[config.mk]
export PLATFORM = sky130hd
export DESIGN_NAME = rom_bank_mapper_with_nibble_ram_flat
export DESIGN_NICKNAME = d
export VERILOG_FILES = /design/src/rtl/core/rbm_pkg.sv /design/src/rtl/core/rbm_if.sv /design/src/rtl/core/rom_bank_mapper_with_nibble_ram.sv /design/src/flat_wrapper.sv
export SDC_FILE = /design/constraint.sdc
export NUM_CORES = 2
export LEC_CHECK = 0
export BUFFER_PORTS_ARGS = -buffer_cell sky130_fd_sc_hd__buf_2
export CELL_PAD_IN_SITES_DETAIL_PLACEMENT = 1
export CELL_PAD_IN_SITES_GLOBAL_PLACEMENT = 1
export CORE_MARGIN = 5
export CORE_UTILIZATION = 50
export DETAILED_ROUTE_END_ITERATION = 6
export GPL_ROUTABILITY_DRIVEN = 1
export GPL_TIMING_DRIVEN = 0
export PLACE_DENSITY_LB_ADDON = 0.05
export REMOVE_ABC_BUFFERS = 1
export SYNTH_ARGS = -nofsm -noshare
export SYNTH_HDL_FRONTEND = slang
export SYNTH_SLANG_ARGS = --single-unit
export TNS_END_PERCENT = 30
[constraint.sdc]
create_clock -name clk -period 10.2 [get_ports clk]
set_input_delay 1.02 -clock clk [delete_from_list [all_inputs] [get_ports clk]]
set_output_delay 1.02 -clock clk [all_outputs]
set_load 0.01 [all_outputs]
[src/rtl/core/rbm_pkg.sv]
// Package: shared types and constants of the ROM bank mapper.
`default_nettype none

package rbm_pkg;

    typedef logic [2:0] kind_t;

    localparam kind_t KIND_DATA     = 3'd0;
    localparam kind_t KIND_ROM      = 3'd1;
    localparam kind_t KIND_FORWARD  = 3'd2;
    localparam kind_t KIND_ABSORBED = 3'd3;
    localparam kind_t KIND_REJECTED = 3'd4;

    // address[15:13] region codes
    localparam logic [2:0] REGION_CTRL_EN   = 3'd0;
    localparam logic [2:0] REGION_CTRL_BANK = 3'd1;
    localparam logic [2:0] REGION_ROM_LO    = 3'd2;
    localparam logic [2:0] REGION_ROM_HI    = 3'd3;
    localparam logic [2:0] REGION_RAM       = 3'd5;

    localparam int          CTRL_BIT      = 8;
    localparam logic [3:0]  RAM_EN_CODE   = 4'hA;
    localparam logic [7:0]  RAM_OFF_BYTE  = 8'hFF;
    localparam logic [3:0]  BANK_RESET    = 4'h1;
    localparam logic [3:0]  MASK_RESET    = 4'hF;

    localparam logic OP_READ  = 1'b0;
    localparam logic OP_WRITE = 1'b1;

    typedef struct packed {
        logic        opcode;
        logic [15:0] address;
        logic [7:0]  write_data;
    } req_t;

    typedef struct packed {
        kind_t       result_kind;
        logic [7:0]  read_data;
        logic [17:0] rom_address;
        logic [15:0] forward_address;
        logic [7:0]  forward_data;
        logic        ram_lock_event;
    } rsp_t;

endpackage

`default_nettype wire

[src/rtl/core/rbm_if.sv]
// Interfaces: bus access request channel and result channel.
`default_nettype none

interface rbm_req_if;
    import rbm_pkg::*;

    logic valid;
    logic ready;
    req_t data;

    modport source (output valid, output data, input ready);
    modport sink (input valid, input data, output ready);
endinterface

interface rbm_rsp_if;
    import rbm_pkg::*;

    logic valid;
    logic ready;
    rsp_t data;

    modport source (output valid, output data, input ready);
    modport sink (input valid, input data, output ready);
endinterface

`default_nettype wire

[src/rtl/core/rom_bank_mapper_with_nibble_ram.sv]
// Top level: banked ROM mapper with built-in nibble RAM, one access per beat.
//
// Takes one bus access beat per cycle while the result side does not stall, and returns
// one result beat for each, in order. The nibble RAM read port is registered alongside
// the request, the decode and state update run on the registered request, and the
// result lands in an output register. After reset a clearing pass writes zero to every
// RAM entry, one per cycle, during which no request beat is accepted; configuration
// writes are taken throughout. A RAM write immediately followed by a read of the same
// entry is served by a bypass, so back-to-back beats see each other's effects.
`default_nettype none

module rom_bank_mapper_with_nibble_ram #(
    parameter int RAM_DEPTH = 512
) (
    input  wire          clk,
    input  wire          rst_n,
    rbm_req_if.sink      req,
    rbm_rsp_if.source    rsp,
    input  wire          cfg_we,
    input  wire [3:0]    cfg_wdata
);
    import rbm_pkg::*;

    localparam int RamAw = $clog2(RAM_DEPTH);

    logic [3:0]       mem [RAM_DEPTH];
    logic [3:0]       ram_rd_reg;
    logic             mem_we;
    logic [RamAw-1:0] mem_waddr;
    logic [3:0]       mem_wdata;

    logic [RamAw:0]   clr_cnt_reg;
    logic             clr_busy;

    logic [3:0]       mask_reg;
    logic [3:0]       bank_reg, bank_next;
    logic             ram_en_reg, ram_en_next;

    logic             s1_valid_reg;
    req_t             s1_req_reg;
    logic             byp_reg;
    logic [3:0]       byp_data_reg;

    logic             out_valid_reg;
    rsp_t             out_reg, out_next;

    logic             req_fire;
    logic             s1_adv;
    logic [2:0]       region;
    logic             in_ram;
    logic             ram_wr;
    logic [3:0]       ram_q;
    logic [3:0]       bank_sel;

    assign clr_busy = (clr_cnt_reg != (RamAw+1)'(RAM_DEPTH));
    assign s1_adv   = s1_valid_reg && (!out_valid_reg || rsp.ready);
    assign req.ready = !clr_busy && (!s1_valid_reg || s1_adv);
    assign req_fire = req.valid && req.ready;

    assign region = s1_req_reg.address[15:13];
    assign in_ram = (region == REGION_RAM)
                 && ({3'b000, s1_req_reg.address[12:0]} < 16'(RAM_DEPTH));
    assign ram_wr = (s1_req_reg.opcode == OP_WRITE) && in_ram && ram_en_reg;
    assign ram_q  = byp_reg ? byp_data_reg : ram_rd_reg;

    always_comb
    begin
        bank_sel = s1_req_reg.write_data[3:0];
        if (bank_sel == 4'h0)
            bank_sel = BANK_RESET;
    end

    always_comb
    begin
        out_next                 = '0;
        out_next.result_kind     = KIND_REJECTED;
        bank_next                = bank_reg;
        ram_en_next              = ram_en_reg;
        if (s1_req_reg.opcode == OP_READ)
        begin
            unique case (region) inside
                REGION_ROM_LO, REGION_ROM_HI:
                begin
                    out_next.result_kind = KIND_ROM;
                    out_next.rom_address = {bank_reg, s1_req_reg.address[13:0]};
                end
                REGION_RAM:
                begin
                    out_next.result_kind = KIND_DATA;
                    if (in_ram)
                        out_next.read_data = ram_en_reg ? {4'h0, ram_q} : RAM_OFF_BYTE;
                end
                default:
                begin
                    out_next.result_kind     = KIND_FORWARD;
                    out_next.forward_address = s1_req_reg.address;
                end
            endcase
        end
        else
        begin
            unique case (region) inside
                REGION_CTRL_EN:
                begin
                    if (!s1_req_reg.address[CTRL_BIT])
                    begin
                        ram_en_next             = (s1_req_reg.write_data[3:0] == RAM_EN_CODE);
                        out_next.ram_lock_event = ram_en_reg && !ram_en_next;
                        out_next.result_kind    = KIND_ABSORBED;
                    end
                end
                REGION_CTRL_BANK:
                begin
                    if (s1_req_reg.address[CTRL_BIT])
                    begin
                        bank_next            = bank_sel & mask_reg;
                        out_next.result_kind = KIND_ABSORBED;
                    end
                end
                REGION_ROM_LO, REGION_ROM_HI:
                    out_next.result_kind = KIND_REJECTED;
                REGION_RAM:
                begin
                    if (ram_wr)
                        out_next.result_kind = KIND_ABSORBED;
                end
                default:
                begin
                    out_next.result_kind     = KIND_FORWARD;
                    out_next.forward_address = s1_req_reg.address;
                    out_next.forward_data    = s1_req_reg.write_data;
                end
            endcase
        end
    end

    // write port: clearing pass after reset, otherwise committed RAM writes
    always_comb
    begin
        if (clr_busy)
        begin
            mem_we    = 1'b1;
            mem_waddr = clr_cnt_reg[RamAw-1:0];
            mem_wdata = 4'h0;
        end
        else
        begin
            mem_we    = s1_adv && ram_wr;
            mem_waddr = s1_req_reg.address[RamAw-1:0];
            mem_wdata = s1_req_reg.write_data[3:0];
        end
    end

    always_ff @(posedge clk)
    begin
        if (mem_we)
            mem[mem_waddr] <= mem_wdata;
        if (req_fire)
            ram_rd_reg <= mem[req.data.address[RamAw-1:0]];
    end

    always_ff @(posedge clk)
    begin
        if (req_fire)
        begin
            s1_req_reg   <= req.data;
            byp_reg      <= s1_adv && ram_wr
                         && (s1_req_reg.address[RamAw-1:0] == req.data.address[RamAw-1:0]);
            byp_data_reg <= s1_req_reg.write_data[3:0];
        end
        if (s1_adv)
            out_reg <= out_next;
    end

    always_ff @(posedge clk or negedge rst_n)
    begin
        if (!rst_n)
        begin
            clr_cnt_reg   <= '0;
            mask_reg      <= MASK_RESET;
            bank_reg      <= BANK_RESET;
            ram_en_reg    <= 1'b0;
            s1_valid_reg  <= 1'b0;
            out_valid_reg <= 1'b0;
        end
        else
        begin
            if (clr_busy)
                clr_cnt_reg <= clr_cnt_reg + 1'b1;
            if (cfg_we)
                mask_reg <= cfg_wdata;
            if (s1_adv)
            begin
                bank_reg   <= bank_next;
                ram_en_reg <= ram_en_next;
            end
            if (req_fire)
                s1_valid_reg <= 1'b1;
            else if (s1_adv)
                s1_valid_reg <= 1'b0;
            if (s1_adv)
                out_valid_reg <= 1'b1;
            else if (rsp.ready)
                out_valid_reg <= 1'b0;
        end
    end

    assign rsp.valid = out_valid_reg;
    assign rsp.data  = out_reg;

endmodule

`default_nettype wire

[src/flat_wrapper.sv]
// flat-port wrapper written by rule: the top's interface ports become plain ports
module rom_bank_mapper_with_nibble_ram_flat import rbm_pkg::*;
#(
    parameter int RAM_DEPTH = 512
)
  (clk, rst_n, cfg_we, cfg_wdata, req_valid, req_data, req_ready, rsp_valid, rsp_data, rsp_ready);
  rbm_req_if req_i ();
  rbm_rsp_if rsp_i ();
  input  wire clk;
  input  wire rst_n;
  input  wire cfg_we;
  input  wire [3:0] cfg_wdata;
  input wire logic [$bits(req_i.valid)-1:0] req_valid;
  input wire logic [$bits(req_i.data)-1:0] req_data;
  output wire logic [$bits(req_i.ready)-1:0] req_ready;
  output wire logic [$bits(rsp_i.valid)-1:0] rsp_valid;
  output wire logic [$bits(rsp_i.data)-1:0] rsp_data;
  input wire logic [$bits(rsp_i.ready)-1:0] rsp_ready;
  assign req_i.valid = req_valid;
  assign req_i.data = req_data;
  assign req_ready = req_i.ready;
  assign rsp_valid = rsp_i.valid;
  assign rsp_data = rsp_i.data;
  assign rsp_i.ready = rsp_ready;
  rom_bank_mapper_with_nibble_ram #(.RAM_DEPTH(RAM_DEPTH)) u_core (.clk(clk), .rst_n(rst_n), .req(req_i), .rsp(rsp_i), .cfg_we(cfg_we), .cfg_wdata(cfg_wdata));
endmodule
==> key figures <==
Timing
  • Slew @ Worst Pin: 1390 ps
  • Max frequency: approximately 170 MHz
  • Final min period: 5960 ps
  • Fin Setup TNS: 0 ps
  • Setup ws final: around 4200 ps
  • Tcrit/Tclk final: 0.584
  • Setup-failing EPs final: 0
  • Unrepaired setup endpoints after global routing: no
  • Slew Limit Fails: 0
  • Slew margin rel.: 0.0681
  • Fin Clk Skew: between 20 and 25 ps
  • Worst hold slack: 179 ps
  • Final Hold Viols: 0

Die
  • Area of the core: between 150,000 and 200,000 um^2
  • Die height: 424 um
  • Cell Rows: 151
  • Die width: between 400 and 500 um
  • Starting Density: 0.504
  • Io pins: 90
  • Die area: between 150,000 and 200,000 um^2

Worst setup path
  • Max incr delay on CP: roughly 770 ps
  • CP Class: in -> reg
  • Crit path top cell by count: buf_16
  • Critical path origin: req_data[8]
  • Reg-to-reg startpoint: u_core.clr_cnt_reg[3]
  • Crit-path max FO: roughly 120
  • Worst Path Arrival: between 6000 and 7000 ps
  • R2r worst-path depth: 7
  • CP Cell Sequence: buf_12, buf_16, buf_16, buf_16, buf_16, mux2i_1, o221ai_1, o22ai_1, o21ai_0, a31oi_1, a211oi_1
  • Flop-to-flop setup slack: approximately 5300 ps
  • Slowest cell on crit path: a211oi_1
  • Critical R2R Capture: u_core.mem[444][1]
  • Crit end category: flop
  • Setup crit start kind: input port
  • Worst EP required: 10,730 ps

Global routing
  • Initial antenna violation count: 10
  • First-pass GRT wire length: about 330,000 um
  • Largest net degree at the start of global routing: between 100 and 150
  • Vias in the first global route: roughly 47k
  • Total gr overflow: 0
  • Gr usage total: 0.247

Place
  • Placed Cells: ~6.7k
  • Port Buffer Count: slightly below 90
  • Pre-CTS setup slack: approximately 3200 ps
  • Routability congestion estimate: 0.750
  • DP HPWL: approximately 140,000 um

Route
  • Drt initial violations: ~3.8k
  • Final WL: roughly 220,000 um
  • WL/cell: 31.2 um
  • DR pass1 iterations: 5
  • DRC viols: 0
  • Via count: 44.2k
  • Via/cell ratio: between 6 and 7
  • DRT antenna net count: 0

Power
  • Power Total: approximately 18 mW
  • Lkg Pwr: roughly 35 nW
  • Sw Pwr: 3.60 mW
  • Power Density: between 150 and 200 nW/um^2
  • Sequential share of power: 0.543
  • Internal: 14.0 mW
  • Sw Ratio: 0.204
  • Max VDD drop: ~0.19 mV
  • Comb pwr share: 0.026
  • Clock power share: 0.430

Final layout
  • Commonest non-fill, non-tap cell in the layout: edfxtp_1
  • # nets final: approximately 4.8k
  • Most frequent cells in the layout: edfxtp_1, nor2_1, mux2i_1
  • Non-Filler Instances: 7,135
  • Layout cells sized above 1: 0.172
  • Area grow syn2layout: 12.0%
  • Largest register FFs: 2,048

Clock tree
  • Root Driver: clkbuf_16
  • Clk pin slew, worst setup/hold paths: 60 ps
  • # hold bufs at CTS: 0
  • CTS tree: done
  • TritonCTS buffer count: 217
  • # clock sinks: between 2k and 2.5k
  • Resized cells post-CTS: 0
  • Clock latency on the worst-skew pair: roughly 840 ps
  • Htree depth: 4
  • Post-CTS Setup Bufs: 0
  • Clock buffer depth: 3

Synthesis
  • Yosys cell types: 63
  • Compound-Gate Fraction of Synth Area: 0.0412
  • Mapped Cells: approximately 4.7k
  • Flops & latches, synth: around 2.2k
  • Synth async-reset ratio: 0.00975
  • Main synth FF type: edfxtp_1
  • Syn Area/Cell: around 18 um^2
  • Simple-gate portion of the synthesized area: 0.0480
  • Post-synth EDFFs: roughly 2.1k
  • Post-Synth Adder-Cell Area: 0.000292
  • Yosys Warn Count: 0
  • Post-synthesis xor/xnor area fraction: 0.00174
  • Largest family of logic cells by synthesized area: multiplexers
  • Mux contribution to synthesized area: 0.135
  • Synthesized area: around 86,000 um^2
  • Register area share after synthesis: 0.754

Hold path
  • Hold Crit Class: in -> async

Outcome
  • Status: finished, final reports clean

Run
  • Max-Cap Viols: 0
==> power by group through the flow <==
stage | registers [mW] | clock network [mW] | logic [mW]
floorplan | 9.77 | 0 | 0.186
global placement | 9.77 | 0 | 0.631
detailed placement | 9.77 | 0 | 0.467
CTS | 9.58 | 7.73 | 0.469
global route | 9.58 | 8.15 | 0.487
finish | 9.58 | 7.59 | 0.465
==> worst max-delay path by stage <==
stage                           endpoint  slack (ps)  depth (start not counted)
CTS                 u_core.ram_rd_reg[0]        4060                         11
floorplan               u_core.mem[0][0]         650                          3
global placement    u_core.ram_rd_reg[0]      -15820                          7
finish              u_core.ram_rd_reg[0]        4240                         11
detailed placement  u_core.ram_rd_reg[0]        3180                         11
global route        u_core.ram_rd_reg[0]        4000                         11
==> synthesized netlist by cell type, drive strengths merged (25+ instances only) <==
cell type  number  area share
a211oi         25      0.0022
a21oi          97      0.0057
and2           44      0.0032
buf           147       0.012
clkbuf        164      0.0072
edfxtp       2133        0.75
mux2i         385       0.045
mux4          334       0.088
nand2         133      0.0058
nand3          25      0.0015
nor2          569       0.025
nor3           58      0.0034
o21ai          58      0.0034
o221ai        171       0.017
o22ai          68      0.0050
==> worst max-delay path: cells and delay by family <==
family / cells / cell delay [ps]
mux: 1 / 200
buf+inv: 5 / 2590
compound gates: 5 / 2220
==> layout make-up <==
class | instances | area, um^2
fillers | 14761 | 74000
flip-flops and latches | 2154 | 64600
clock inverters | 127 | 983
well taps | 2218 | 2780
clock buffers | 269 | 5710
inverters | 8 | 35.0
multi-input cells | 2195 | 19500
diodes | 3 | 7.51
repair buffers | 161 | 2250
==> routing by layer <==
metal	global-route usage	routed length [um]
met5	0	0
met4	0.0683	5710
met3	0.0352	11500
met2	0.407	109000
met1	0.351	96700
==> metrics by stage <==
stage	util	area, um^2
2_1_floorplan	-	84000
3_3_place_gp	0.513	87200
3_5_place_dp	0.525	89200
4_1_cts	0.564	95900
5_1_grt	0.565	95900
6_report	0.565	95900
==> cells by family (layout without fill, tap and decap cells) <==
group	Yosys count	count (layout)
adders and majority gates	2	2
and+or+nand+nor	943	943
DFF	2154	2154
xor gates and xnor gates	17	17
AOI/OAI and AO/OA	497	497
buffers and inverters	319	565
other	0	3
muxes	736	736
Power figures use the tool's default switching activity.
